===== src/sv/tcfb_pkg.sv =====
// ----------------------------------------------------------------------------
// tcfb_pkg
// Shared types and constants of the text cell frame buffer: screen geometry,
// command and status codes, and the control state encoding.
// ----------------------------------------------------------------------------
`default_nettype none

package tcfb_pkg;

  localparam int COLUMNS = 209;
  localparam int ROWS    = 56;
  localparam int CELLS   = COLUMNS * ROWS;

  localparam int COL_W  = (COLUMNS > 1) ? $clog2(COLUMNS) : 1;
  localparam int ROW_W  = (ROWS > 1) ? $clog2(ROWS) : 1;
  localparam int ADDR_W = (CELLS > 1) ? $clog2(CELLS) : 1;

  localparam int CHAR_W  = 8;
  localparam int ATTR_W  = 16;
  localparam int CELL_W  = CHAR_W + ATTR_W;
  localparam int COORD_W = 16;
  localparam int SIZE_W  = 10;

  localparam logic [CHAR_W-1:0] SPACE_CODE   = 8'h20;
  localparam logic [CHAR_W-1:0] NEWLINE_CODE = 8'h0a;

  typedef enum logic [2:0] {
    CMD_CLEAR  = 3'd0,
    CMD_PUT    = 3'd1,
    CMD_BEGIN  = 3'd2,
    CMD_SPRITE = 3'd3,
    CMD_READ   = 3'd4
  } cmd_t;

  typedef enum logic [2:0] {
    ST_WRITTEN = 3'd0,
    ST_OUTSIDE = 3'd1,
    ST_MOVED   = 3'd2,
    ST_READ    = 3'd3,
    ST_CLEARED = 3'd4
  } status_t;

  typedef enum logic [1:0] {
    S_SWEEP,
    S_IDLE,
    S_READ
  } state_t;

  // on-screen flag and linear cell address for one coordinate pair
  typedef struct packed {
    logic              hit;
    logic [ADDR_W-1:0] addr;
  } cell_loc_t;

endpackage

`default_nettype wire


===== src/sv/tcfb_addr.sv =====
// ----------------------------------------------------------------------------
// tcfb_addr
// Maps a signed column/row pair onto the row-major cell address and flags
// whether it lies on the screen.
// ----------------------------------------------------------------------------
`default_nettype none

module tcfb_addr
  import tcfb_pkg::*;
(
  input  wire logic signed [COORD_W-1:0] col,
  input  wire logic signed [COORD_W-1:0] row,
  output cell_loc_t                      loc
);

  logic col_ok;
  logic row_ok;

  assign col_ok = !col[COORD_W-1] && (col[COORD_W-2:0] < (COORD_W-1)'(COLUMNS));
  assign row_ok = !row[COORD_W-1] && (row[COORD_W-2:0] < (COORD_W-1)'(ROWS));

  always_comb begin
    loc.hit  = col_ok && row_ok;
    loc.addr = ADDR_W'(row[ROW_W-1:0]) * ADDR_W'(COLUMNS) + ADDR_W'(col[COL_W-1:0]);
  end

endmodule

`default_nettype wire


===== config.mk =====
export PLATFORM = sky130hd
export DESIGN_NAME = tcfb_addr
export DESIGN_NICKNAME = d
export VERILOG_FILES = /design/src/sv/tcfb_pkg.sv /design/src/sv/tcfb_addr.sv
export SDC_FILE = /design/constraint.sdc
export NUM_CORES = 1
export LEC_CHECK = 0
export BUFFER_PORTS_ARGS = -buffer_cell sky130_fd_sc_hd__clkbuf_2
export CAP_MARGIN = 20
export CORE_ASPECT_RATIO = 0.75
export CORE_MARGIN = 2
export CORE_UTILIZATION = 50
export DETAILED_ROUTE_END_ITERATION = 10
export GPL_ROUTABILITY_DRIVEN = 0
export PLACE_DENSITY = 0.89
export SYNTH_ARGS = -nofsm -noshare
export SYNTH_HDL_FRONTEND = slang
export SYNTH_SLANG_ARGS = --single-unit

===== constraint.sdc =====
create_clock -name vclk -period 8.7
set_clock_uncertainty 0.15 [all_clocks]
set_input_delay 1.305 -clock vclk [all_inputs]
set_output_delay 1.305 -clock vclk [all_outputs]
set_load 0.02 [all_outputs]

======== After elaboration in Yosys (flattened, before gate mapping) ========
Index checks and enable logic that the tools add are counted.
operators by class
  multipliers ............................. 1
  $lt $le $gt $ge ......................... 2
  add/sub/neg operators ................... 1
  reductions and logical operators ........ 5
operators by type and width
  kind                  number
  $lt 15x6->1 const B   1
  $lt 15x8->1 const B   1
  $add 14x8->14         1
  $mul 6x8->14 const B  1
  $logic_and 1x1->1     3
  $logic_not 1->1       2
storage, ports and cells
  bits of input ports ..................... 32
  bits in registers ....................... 0

======== Logic depth before layout (Yosys ltp) ========
  word-level depth ........................ 3
  gate-level depth with buffers ........... 13

======== Least setup slack after synthesis ========
No wires, ideal clock.
  kind .................................... input to output
  start point ............................. input row[3]
  end point ............................... output loc[13] (netlist name)
  data arrival time ....................... 4.079 ns
  cell stages on the path ................. 10
  slack ................................... 3.166 ns
  buffers on the path ..................... 0
  cell sequence ........................... ha_1 ha_1 fa_1 ha_1 ha_1 and2_1 and3_1 o311ai_2 mux2i_1 nor3_1
RTL lines
  what         RTL line         source
  from (decl)  tcfb_addr.sv:12  input wire logic signed [COORD_W-1:0] row,
  to (decl)    tcfb_addr.sv:13  output cell_loc_t loc

==> results.toml <==
[run_status]
status = "finished, final reports clean"

[sta]
finalHoldViolCount = 0
min_period_over_period = 0.660
rsz0062_at_grt = "false"
tightest_slew_ps = 344
slew_headroom = 0.767
min_period_ps = 5740
maxSlewViolCount = 0
finalSetupViolCount = 0
setup-tns-final_ps = 0
max_freq_mhz = 174

[detailed_routing]
dr.pass1.iters = 4
vias_per_cell = 5.56
num_vias = 1218
ant_nets = 0
totalWireLength_um = 2900
wl_per_cell_um = 13.2
drc = 0
drt_iter0_markers = 41

[worst_setup_path]
cp.required_ps = 7240
cp-start-kind = "primary input"
worst-endpoint-arrival_ps = 4280
critPathMaxFanout = 7
cp-end-kind = "output pin"
crit_type = "primary input to output pin"

[power_and_ir_drop]
p_per_area_mw_per_mm2 = 159
p_leak_nw = 0.815
peakVddDrop_uv = 97.1

[yosys]
synthesis.nets = 218
yosysTopAreaCell = "ha_1"
yosys_warnings = 0
yosys.area.top_type_share = 0.433
synth_cell_types = 37
synth_area_per_cell_um2 = 8.72
synth_seq_area_share = 0
synth_cells = 139
netlist_area_mm2 = 0.00121
synth.area.top_cells = "ha_1 43%, fa_1 8.3%, a21oi_1 3.7%"

[global_route]
grt_pass1_vias = 1104
antenna_found_initial = 0
grt_max_degree = 9
grtUsageTotal = 0.212
grt_pass1_wl_um = 4650
grt_overflow_total = 0

[cells_and_area]
fin_nets = 266
final_cell_mix = "47 x clkbuf_2, 42 x ha_1, 9 x inv_1, 9 x a21oi_1, 8 x nor2_1"
syn2layout_area_growth_pct = 22.6
final_common_cell = "clkbuf_2"
utilization = 0.649
diodes = 0
clkbuf_count = 0
layout-drive-gt1-share = 0.276
seq_cell_count = 0
regArea_um2 = 0

[floorplanning]
die_h_um = 46.6
fp.dieArea_mm2 = 0.00284
start_util = 0.530
row_count = 15
pin_count = 47
dieWidth_um = 60.9
core_mm2 = 0.00229

[placement]
port-buffer-count = 47
dp_hpwl_um = 2670

[clocking]
cts_hold_buf = 0
post_cts_buffers = 0
post_cts_resized = 0

[run]
maxCapViolCount = 0

[min_path]
min_path_cells = 3
hp-class = "primary input to output pin"
logic make-up (layout without fill, tap and decap cells):
logic type                 after synthesis  after routing  share of synthesized area
adders and majority gates               47             47                      0.516
buffers and inverters                   10             56                     0.0310
muxes                                    3              3                     0.0248
and+or+nand+nor                         35             35                      0.153
xor gates and xnor gates                 8              8                     0.0578
AOI/OAI and AO/OA                       36             36                      0.218
layer usage:
metal	vias to the layer above	GRT usage	wire length, um	part of all wire
met5	-	0	0	0
met4	0	0.0174	9	0.0031
met3	2	0.0169	126	0.044
met2	24	0.394	1550	0.53
met1	561	0.279	1210	0.42
li1	631	-	-	-
where the power goes:
group          internal (mW)  total [mW]  switching (mW)
Combinational         0.0954       0.236           0.141
Clock                      0           0               0
Sequential                 0           0               0
through the flow:
step	power, mW	hold slack (ps)	cells	instance area, um2	worst slack [ps]
after detailed placement	0.237	2790	219	1490	2940
after global routing	0.263	2830	219	1490	2850
after floorplan	0.173	2630	139	1210	3170
final	0.236	2790	219	1490	2960
after global placement	0.229	2790	219	1490	3060
after CTS	0.238	2790	219	1490	2940
synthesized netlist by cell type, types with 4 or more instances:
library cell  instances
ha_1                 42
a21oi_1               9
inv_1                 9
nor2_1                8
o21ai_0               7
nor3_1                6
fa_1                  5
nand2_1               4
xnor2_1               4
xor2_1                4
cell type report:
type,instances,area (um2)
fill,213,803
inverter,9,33.8
multi-input combinational,129,1170
tap,34,42.5
timing repair buffer,47,235
path summary, 6_finish.rpt:
check	end	slack, ps	startpoint
max	loc[13]	2960	row[5]
min	loc[14]	2790	col[7]
critical path, cell delays in order:
cell      delay [ps]
clkbuf_2         150
ha_1             300
ha_1             300
fa_1             480
ha_1             310
ha_1             390
and2_1           170
and3_1           200
o311ai_2         130
mux2i_1          140
nor3_1           190
clkbuf_2         190
No activity file was read; power rests on OpenSTA's default activity.
