File: src/sv/tcfb_ram.sv
// ----------------------------------------------------------------------------
// tcfb_ram
// Generic single-port synchronous RAM with a registered read port.
// ----------------------------------------------------------------------------
`default_nettype none

module tcfb_ram #(
  parameter int WIDTH = 8,
  parameter int DEPTH = 16
) (
  input  wire logic                     clk,
  input  wire logic                     we,
  input  wire logic [$clog2(DEPTH)-1:0] addr,
  input  wire logic [WIDTH-1:0]         wdata,
  output logic      [WIDTH-1:0]         rdata
);

  logic [WIDTH-1:0] mem [DEPTH];

  always_ff @(posedge clk) begin
    if (we) begin
      mem[addr] <= wdata;
    end
    rdata <= mem[addr];
  end

endmodule

`default_nettype wire

File: config.mk
export PLATFORM = sky130hd
export DESIGN_NAME = tcfb_ram
export DESIGN_NICKNAME = d
export VERILOG_FILES = /design/src/sv/tcfb_ram.sv
export SDC_FILE = /design/constraint.sdc
export NUM_CORES = 1
export LEC_CHECK = 0
export BUFFER_PORTS_ARGS = -buffer_cell sky130_fd_sc_hd__buf_2
export CORE_UTILIZATION = 41
export DETAILED_ROUTE_END_ITERATION = 8
export PLACE_DENSITY = 0.63
export SLEW_MARGIN = 30
export SYNTH_ARGS = -nofsm -noshare
export SYNTH_HDL_FRONTEND = slang
export SYNTH_SLANG_ARGS = --single-unit
File: constraint.sdc
create_clock -name clk -period 1.9 [get_ports clk]
set_input_delay 0.285 -clock clk [delete_from_list [all_inputs] [get_ports clk]]
set_output_delay 0.285 -clock clk [all_outputs]
set_load 0.02 [all_outputs]
-- Yosys cells after proc, flatten, opt, wreduce, memory -nomap -nowiden
Memories as Yosys holds them, arrays and structs flattened. A register that Yosys moved wholly into a read port is not among the register bits.
Cells that the tools add are included.
- RAM bits: 128
- register bits after elaboration: 0
- logic and storage cells: 3
- memories: 1
- input port bits: 14
- output and inout bits: 8
- multiplexer cells: 2
- memory list (memory ; words ; width ; read ports ; clocked after Yosys merged registers in ; write ports ; RTL line ; text):
    mem ; 16 ; 8 ; 1 ; 1 ; 1 ; 18 ; logic [WIDTH-1:0] mem [DEPTH];
- operator list (kind ; number):
    two-way mux 1 bit ; 2

-- Logic depth before layout (Yosys ltp)
Gate-level depths: netlist of the first run.
- depth in word-level cells: 2
- mapped depth: 5
- mapped depth without buffers: 3

-- Worst setup path before layout of the first run
Ideal clock, no wire load.
- path kind: input to register
- from: in addr[2]
- to: mem mem[0][0], enable pin
- setup time: 0.383 ns
- buffers on the path: 0
- data required time: 1.517 ns
- cell stages on the path: 2
- setup slack: 0.122 ns
- arrival time: 1.395 ns
- cells stage by stage: or3b_2 nor3_1
- RTL lines (what ; RTL line ; text):
    from (decl) ; 13 ; input wire logic [$clog2(DEPTH)-1:0] addr,
    to (decl) ; 18 ;
No word-level cell before the write port.

==> impl_metrics.prom, run 1 <==
# TYPE chip_impl_metric gauge
chip_impl_info{name="synth.top_cells.by_area",value="sky130_fd_sc_hd__edfxtp_1, sky130_fd_sc_hd__mux4_2, sky130_fd_sc_hd__dfxtp_1"} 1
chip_impl_metric{name="layout.cell_area.non_filler",unit="sq um"} 6118
chip_impl_metric{name="critPathArrivalTime",unit="ns"} 1.64
chip_impl_metric{name="synth_top_cell_area_share",unit="%"} 75.85
chip_impl_metric{name="total_grt_usage",unit="%"} 16.31
chip_impl_metric{name="relSlewSlack",unit="%"} 74.43
chip_impl_info{name="worst_hold_startpoint",value="wdata[5]"} 1
chip_impl_metric{name="power_leakage",unit="nW"} 2.061
chip_impl_metric{name="area.growth.synth_to_final",unit="%"} 20.74
chip_impl_metric{name="number_of_buffers_created_by_cts",unit=""} 17
chip_impl_info{name="grt_setup_unrepaired",value="no"} 1
chip_impl_metric{name="maximum_number_of_pins_on_one_net_before_global_route_repair",unit=""} 40
chip_impl_metric{name="die_h",unit="microns"} 113.2
chip_impl_metric{name="synth.distinct_cells",unit=""} 18
chip_impl_info{name="clock_root_cell",value="sky130_fd_sc_hd__clkbuf_16"} 1
chip_impl_info{name="status",value="complete, no violations"} 1
chip_impl_metric{name="routedWlPerCell",unit="microns"} 21.12
chip_impl_metric{name="chip_width",unit="microns"} 113.2
chip_impl_metric{name="grt_pass1_wl",unit="microns"} 14810
chip_impl_metric{name="design.die.area",unit="sq um"} 12810
chip_impl_metric{name="synth.cell_area",unit="sq um"} 5067
chip_impl_metric{name="cp_data_required_time",unit="ns"} 2.18
chip_impl_metric{name="reported_max_cap_violation_count",unit=""} 0
chip_impl_info{name="regToRegEndpoint",value="rdata[3]$_DFF_P_"} 1
chip_impl_metric{name="timing.final.crit_share",unit="%"} 71.18
chip_impl_metric{name="p_sw",unit="mW"} 1.423
chip_impl_metric{name="finClkSkew",unit="ns"} 0.007234
chip_impl_metric{name="yosysSeqAreaShare",unit="%"} 79.01
chip_impl_metric{name="clock_latency",unit="ns"} 0.40
chip_impl_metric{name="maxClockFrequency",unit="GHz"} 0.7394
chip_impl_metric{name="grt_pass1_vias",unit=""} 2574
chip_impl_metric{name="hpwl",unit="microns"} 6124
chip_impl_metric{name="clock_tree.htree_level_count",unit=""} 4
chip_impl_metric{name="cts.sink_count",unit=""} 136
chip_impl_metric{name="place.gp.congestion",unit=""} 0.7644
chip_impl_metric{name="totalWireLength",unit="microns"} 9506
chip_impl_metric{name="route.vias.total",unit=""} 2418
chip_impl_metric{name="report.final.hold_viol_count",unit=""} 0
chip_impl_metric{name="layout-drive-gt1-share",unit="%"} 38.61
chip_impl_metric{name="whs_path_depth",unit=""} 1
chip_impl_metric{name="r2r_cells",unit=""} 3
chip_impl_metric{name="core_area",unit="sq um"} 12010
chip_impl_metric{name="cell_internal_pwr",unit="mW"} 5.207
chip_impl_metric{name="pwr-share-comb",unit="%"} 5.3
chip_impl_metric{name="starting_drt_drc_count",unit=""} 235
chip_impl_metric{name="clock_transition_at_the_registers_of_the_reported_paths",unit="ns"} 0.06
chip_impl_metric{name="num_antenna_cells",unit=""} 0
chip_impl_metric{name="critPathMaxFanout",unit=""} 14
chip_impl_metric{name="postSynthRegisterBits",unit=""} 136
chip_impl_metric{name="via_per_inst",unit=""} 5.373
chip_impl_metric{name="final_antenna_net_count",unit=""} 0
chip_impl_metric{name="placement_rows",unit=""} 40
chip_impl_metric{name="cell_area_placed",unit="sq um"} 5579
chip_impl_metric{name="detailedRoute.firstPassIterationCount",unit=""} 4
chip_impl_metric{name="ys.warnings.count",unit=""} 0
chip_impl_metric{name="nNetsFinal",unit=""} 304
chip_impl_metric{name="clockPowerShare",unit="%"} 43.8
chip_impl_metric{name="synthesis.instances",unit=""} 230
chip_impl_metric{name="post_cts_resized",unit=""} 0
chip_impl_info{name="tritoncts",value="yes"} 1
chip_impl_metric{name="totalNegativeSetupSlack",unit="ns"} 0
chip_impl_metric{name="antenna_found_initial",unit=""} 0
chip_impl_metric{name="finalSetupViolations",unit=""} 0
chip_impl_metric{name="initial_utilization",unit="%"} 42.19
chip_impl_metric{name="timing.final.max_slew_violations",unit=""} 0
chip_impl_metric{name="post_cts_setup_buffer_count",unit=""} 0
chip_impl_metric{name="timing.final.crit_period",unit="ns"} 1.352
chip_impl_metric{name="cts.hold.buffers_added",unit=""} 0
chip_impl_metric{name="overflow",unit=""} 0
chip_impl_metric{name="placement.io_buffers",unit=""} 21
chip_impl_info{name="critical_path_class",value="in2reg"} 1
chip_impl_info{name="crit_path_start_kind",value="input pin"} 1
chip_impl_info{name="holdCritPathClass",value="in2reg"} 1
chip_impl_metric{name="power.sequential.fraction",unit="%"} 50.9
chip_impl_metric{name="ios",unit=""} 22
chip_impl_metric{name="power.share.switching",unit="%"} 21.46
chip_impl_metric{name="synth_fp_nets",unit=""} 244
chip_impl_metric{name="regToRegSetupSlack",unit="ns"} 0.56
chip_impl_info{name="r2r-start",value="mem[3][3]$_DFFE_PP_"} 1
chip_impl_metric{name="post-route-drc-count",unit=""} 0
chip_impl_info{name="synth_area_leader_cell",value="sky130_fd_sc_hd__edfxtp_1"} 1
chip_impl_metric{name="peak_vdd_ir",unit="mV"} 0.6084
chip_impl_metric{name="synthesis.area_per_instance",unit="sq um"} 22.03
chip_impl_info{name="crit_path_end_kind",value="register"} 1
chip_impl_info{name="hold_end",value="mem[15][5]$_DFFE_PP_"} 1
chip_impl_metric{name="max_slew.worst_pin.slew",unit="ns"} 0.3836
chip_impl_metric{name="power.density_cell_area",unit="nW/um^2"} 1084
chip_impl_metric{name="max-clock-path-buffers",unit=""} 2
## worst max-delay path, cell delays in order
cell	delay, ns
sky130_fd_sc_hd__buf_2	0.24
sky130_fd_sc_hd__buf_12	0.21
sky130_fd_sc_hd__mux4_2	0.50
sky130_fd_sc_hd__a22oi_1	0.30
sky130_fd_sc_hd__nand2_1	0.10
## logic make-up (layout without fill, tap and decap cells)
logic type,Yosys count,in the layout,synth area share (%)
and+or+nand+nor,35,35,3.210
buffers and inverters,11,84,1.185
muxes,32,32,14.22
DFF,136,136,79.01
AOI/OAI and AO/OA,16,16,2.370
## layout make-up
type                    instances  area [sq um]
multi-input cells              83          1003
clock buffers                  18         439.2
well taps                     147         183.9
repair buffers                 52         387.9
clock inverters                14         100.1
flip-flops and latches        136          4004
fillers                       960          5893
## power groups by stage
stage                     Combinational, mW  Clock, mW  Sequential (mW)
after floorplan                       0.173          0             3.46
after global placement                0.352          0             3.44
after detailed placement              0.356          0             3.44
after CTS                             0.357       2.96             3.38
after global routing                  0.378       3.08             3.38
final                                 0.351       2.90             3.37
## worst max-delay path by stage
stage | from | endpoint | slack [ns] | cells past startpoint
floorplan | addr[2] | mem[0][0]$_DFFE_PP_ | 0.12 | 2
global placement | addr[0] | rdata[3]$_DFF_P_ | 0.08 | 5
detailed placement | addr[0] | rdata[3]$_DFF_P_ | 0.08 | 5
CTS | addr[0] | rdata[3]$_DFF_P_ | 0.51 | 5
global route | addr[3] | mem[0][7]$_DFFE_PP_ | 0.47 | 4
finish | addr[0] | rdata[3]$_DFF_P_ | 0.55 | 5
## cell usage in the layout, fill, tap and decap left out, drive strengths merged, types with 2 or more instances in the layout
master and count:
mux4 32, clkbuf 18, nor3 4, nor2 13
nand2 9, nand3b 2, clkinv 9, edfxtp 128
inv 2, dfxtp 8, buf 52, nand2b 2
clkinvlp 3, nor2b 2, a22oi 16
## metrics by stage
step	total power, mW	util, %	cells	hold WS (ns)	setup WS [ns]
global placement	3.788	46.45	418	0.6633	0.08076
floorplan	3.629	-	230	0.3839	0.1220
CTS	6.689	50.94	450	0.2508	0.5082
detailed placement	3.794	46.45	418	0.6692	0.08032
global route	6.837	50.94	450	0.2602	0.4710
finish	6.630	50.94	450	0.2664	0.5476
## cell usage after synthesis
cell type                  count
sky130_fd_sc_hd__a22oi_1      16
sky130_fd_sc_hd__and2_1        1
sky130_fd_sc_hd__buf_1         4
sky130_fd_sc_hd__buf_2         2
sky130_fd_sc_hd__buf_6         2
sky130_fd_sc_hd__clkbuf_1      2
sky130_fd_sc_hd__clkbuf_2      1
sky130_fd_sc_hd__dfxtp_1       8
sky130_fd_sc_hd__edfxtp_1    128
sky130_fd_sc_hd__mux4_2       32
sky130_fd_sc_hd__nand2_1       9
sky130_fd_sc_hd__nand2b_1      2
sky130_fd_sc_hd__nand3_1       1
sky130_fd_sc_hd__nand3b_1      2
sky130_fd_sc_hd__nor2_1       13
sky130_fd_sc_hd__nor2b_1       2
sky130_fd_sc_hd__nor3_1        4
sky130_fd_sc_hd__or3b_2        1
## flip-flops by register name (all words and copies together) (netlist names)
| signal | cells |
|---|---|
| mem | 128 |
| rdata | 8 |
## routing by layer
layer / wire length, microns / track usage [%] / share of wire, % / vias to the layer above
met5: 0 / 0 / 0 / -
met4: 107 / 6.579 / 1.1 / 0
met3: 401 / 3.214 / 4.2 / 9
met2: 4838 / 26.99 / 51 / 58
met1: 4159 / 21.34 / 44 / 1267
li1: - / - / - / 1084
(Power assumes the default switching activity.)
==> run 2, diff against run 1 <==
==> constraint.sdc (replaced) <==
create_clock -name clk -period 1.3 [get_ports clk]
set_input_delay 0.195 -clock clk [delete_from_list [all_inputs] [get_ports clk]]
set_output_delay 0.195 -clock clk [all_outputs]
set_load 0.02 [all_outputs]
==> impl_metrics.prom, run 2 (same netlist as run 1, synthesis figures left out) <==
# TYPE chip_impl_metric gauge
chip_impl_metric{name="chip_width",unit="microns"} 113.2
chip_impl_metric{name="place_ws",unit="ns"} -0.3167
chip_impl_metric{name="detailedRoute.firstPassIterationCount",unit=""} 4
chip_impl_metric{name="grt_pass1_vias",unit=""} 2501
chip_impl_info{name="clock_root_cell",value="sky130_fd_sc_hd__clkbuf_16"} 1
chip_impl_metric{name="timing.final.crit_share",unit="%"} 99.11
chip_impl_metric{name="max_slew.worst_pin.slew",unit="ns"} 0.9050
chip_impl_metric{name="layout-drive-gt1-share",unit="%"} 46.36
chip_impl_metric{name="post-route-drc-count",unit=""} 0
chip_impl_metric{name="power.density_cell_area",unit="nW/um^2"} 1558
chip_impl_metric{name="antenna_found_initial",unit=""} 0
chip_impl_metric{name="total_grt_usage",unit="%"} 17.97
chip_impl_metric{name="pwr-share-comb",unit="%"} 6.1
chip_impl_metric{name="clock_transition_at_the_registers_of_the_reported_paths",unit="ns"} 0.06
chip_impl_metric{name="clock_tree.htree_level_count",unit=""} 4
chip_impl_metric{name="area.growth.synth_to_final",unit="%"} 25.41
chip_impl_metric{name="cp_data_required_time",unit="ns"} 1.60
chip_impl_metric{name="power.sequential.fraction",unit="%"} 49.8
chip_impl_metric{name="number_of_buffers_created_by_cts",unit=""} 17
chip_impl_metric{name="cts.sink_count",unit=""} 136
chip_impl_metric{name="maxClockFrequency",unit="GHz"} 0.7762
chip_impl_metric{name="initial_utilization",unit="%"} 42.19
chip_impl_info{name="cp-endpoint",value="rdata[0]$_DFF_P_"} 1
chip_impl_metric{name="finClkSkew",unit="ns"} 0.01035
chip_impl_info{name="regToRegEndpoint",value="rdata[0]$_DFF_P_"} 1
chip_impl_metric{name="power_leakage",unit="nW"} 2.078
chip_impl_metric{name="peak_vdd_ir",unit="mV"} 0.8440
chip_impl_info{name="r2r-start",value="mem[7][0]$_DFFE_PP_"} 1
chip_impl_info{name="holdCritPathClass",value="in2reg"} 1
chip_impl_metric{name="relSlewSlack",unit="%"} 39.55
chip_impl_metric{name="regToRegSetupSlack",unit="ns"} 0.01
chip_impl_metric{name="totalNegativeSetupSlack",unit="ns"} 0
chip_impl_metric{name="placement.io_buffers",unit=""} 21
chip_impl_metric{name="report.final.hold_viol_count",unit=""} 0
chip_impl_info{name="crit_path_start_kind",value="register"} 1
chip_impl_metric{name="clockPowerShare",unit="%"} 44.1
chip_impl_info{name="grt_setup_unrepaired",value="yes"} 1
chip_impl_metric{name="via_per_inst",unit=""} 5.381
chip_impl_metric{name="finalCoreUtilization",unit="%"} 52.91
chip_impl_metric{name="maximum_number_of_pins_on_one_net_before_global_route_repair",unit=""} 19
chip_impl_metric{name="critPathMaxFanout",unit=""} 1
chip_impl_metric{name="timing.final.crit_period",unit="ns"} 1.288
chip_impl_metric{name="place.gp.congestion",unit=""} 0.7156
chip_impl_metric{name="multi_input_comb_area",unit="sq um"} 1180
chip_impl_metric{name="final_antenna_net_count",unit=""} 0
chip_impl_metric{name="p_sw",unit="mW"} 2.038
chip_impl_metric{name="ios",unit=""} 22
chip_impl_metric{name="timing.final.max_slew_violations",unit=""} 0
chip_impl_info{name="timing.critical_path.cells",value="mux4_2 > a22oi_1 > nand2_1"} 1
chip_impl_metric{name="post-route-worst-setup-slack",unit="ns"} 0.01162
chip_impl_metric{name="nNetsFinal",unit=""} 303
chip_impl_metric{name="num_antenna_cells",unit=""} 0
chip_impl_info{name="final_cell_mix",value="sky130_fd_sc_hd__edfxtp_1, sky130_fd_sc_hd__mux4_2, sky130_fd_sc_hd__buf_2, sky130_fd_sc_hd__buf_4, sky130_fd_sc_hd__clkbuf_16"} 1
chip_impl_metric{name="routedWlPerCell",unit="microns"} 22.67
chip_impl_metric{name="largest_reg_flops",unit=""} 128
chip_impl_info{name="crit_path_end_kind",value="register"} 1
chip_impl_metric{name="totalWireLength",unit="microns"} 10180
chip_impl_info{name="most_common_cell_after_layout_fill_and_taps_aside",value="sky130_fd_sc_hd__edfxtp_1"} 1
chip_impl_metric{name="grt_pass1_wl",unit="microns"} 15810
chip_impl_info{name="worst_setup_path_startpoint",value="mem[7][0]$_DFFE_PP_"} 1
chip_impl_metric{name="design.die.area",unit="sq um"} 12810
chip_impl_metric{name="finalSetupViolations",unit=""} 0
chip_impl_metric{name="starting_drt_drc_count",unit=""} 187
chip_impl_metric{name="power.share.switching",unit="%"} 20.58
chip_impl_metric{name="cell_internal_pwr",unit="mW"} 7.865
chip_impl_metric{name="reported_max_cap_violation_count",unit=""} 0
chip_impl_metric{name="overflow",unit=""} 0
chip_impl_metric{name="placement_rows",unit=""} 40
chip_impl_info{name="cpMaxStageDelayCell",value="sky130_fd_sc_hd__mux4_2"} 1
chip_impl_metric{name="seqCellArea",unit="sq um"} 4004
chip_impl_info{name="largest_registers",value="mem x128, rdata x8"} 1
chip_impl_metric{name="core_area",unit="sq um"} 12010
chip_impl_metric{name="hpwl",unit="microns"} 6719
chip_impl_info{name="status",value="complete, no violations"} 1
chip_impl_metric{name="critPathArrivalTime",unit="ns"} 1.59
chip_impl_info{name="tritoncts",value="yes"} 1
chip_impl_metric{name="max_stage_delay",unit="ns"} 0.53
chip_impl_info{name="top_register",value="mem"} 1
chip_impl_metric{name="r2r_cells",unit=""} 3
chip_impl_metric{name="route.vias.total",unit=""} 2416
chip_impl_metric{name="clock_latency",unit="ns"} 0.41
chip_impl_metric{name="nFillCells",unit=""} 959
chip_impl_metric{name="max-clock-path-buffers",unit=""} 2
chip_impl_info{name="critical_path_class",value="reg2reg"} 1
chip_impl_metric{name="die_h",unit="microns"} 113.2
==> run 2: worst max-delay path, delay by kind of cell (launching register included) <==
kind / cells / cell delay, ns
flip-flops: 1 / 0.36
AO/OA/AOI/OAI: 1 / 0.21
multiplexers: 1 / 0.53
AND/OR/NAND/NOR: 1 / 0.08
==> run 2: worst min path at each step <==
stage / from / cells after the start / end
after floorplan: wdata[0] / 0 / mem[0][0]$_DFFE_PP_
after global placement: wdata[4] / 1 / mem[6][4]$_DFFE_PP_
after detailed placement: rdata[0]$_DFF_P_ / 1 / rdata[0]
after CTS: wdata[4] / 1 / mem[7][4]$_DFFE_PP_
after global routing: wdata[4] / 1 / mem[4][4]$_DFFE_PP_
final: wdata[4] / 1 / mem[10][4]$_DFFE_PP_
==> run 2: layer usage <==
| metal | vias up | wire length (microns) | global-route usage, % |
|---|---|---|---|
| met2 | 69 | 4966 | 26.79 |
| met5 | - | 0 | 0 |
| li1 | 1084 | - | - |
| met1 | 1255 | 4529 | 25.42 |
| met4 | 0 | 85 | 7.807 |
| met3 | 8 | 596 | 4.285 |
==> run 2: power groups by stage <==
stage | Combinational, mW | Sequential (mW) | Clock, mW
2_1_floorplan | 0.290 | 5.05 | 0
3_3_place_gp | 0.584 | 5.02 | 0
3_5_place_dp | 0.591 | 5.02 | 0
4_1_cts | 0.607 | 4.93 | 4.42
5_1_grt | 0.648 | 4.94 | 4.60
6_report | 0.601 | 4.93 | 4.37
==> run 2: through the flow <==
stage | power [mW] | hold slack, ns | std cells | area, sq um
6_report | 9.902 | 0.1856 | 449 | 6355
4_1_cts | 9.961 | 0.1763 | 449 | 6340
2_1_floorplan | 5.341 | 0.2939 | 230 | 5210
3_5_place_dp | 5.614 | 0.6117 | 417 | 5761
3_3_place_gp | 5.603 | 0.6023 | 417 | 5761
5_1_grt | 10.19 | 0.1956 | 449 | 6355
==> run 2: what timing repair did <==
| action | in CTS | in global routing |
|---|---|---|
| hold buffers | 0 | 0 |
| gates cloned | 0 | 0 |
| setup endpoints to repair | 7 | 8 |
| buffers inserted | 0 | 0 |
| resized for setup | 7 | 3 |
| pin swaps | 0 | 7 |
==> run 2: layout make-up <==
cell class                 instances  area share (%)
sequential                       136           63.00
multi-input combinational         83           18.57
timing repair buffer              51           6.970
clock inverter                     9           1.201
tap                              147           2.894
clock buffer                      23           7.364
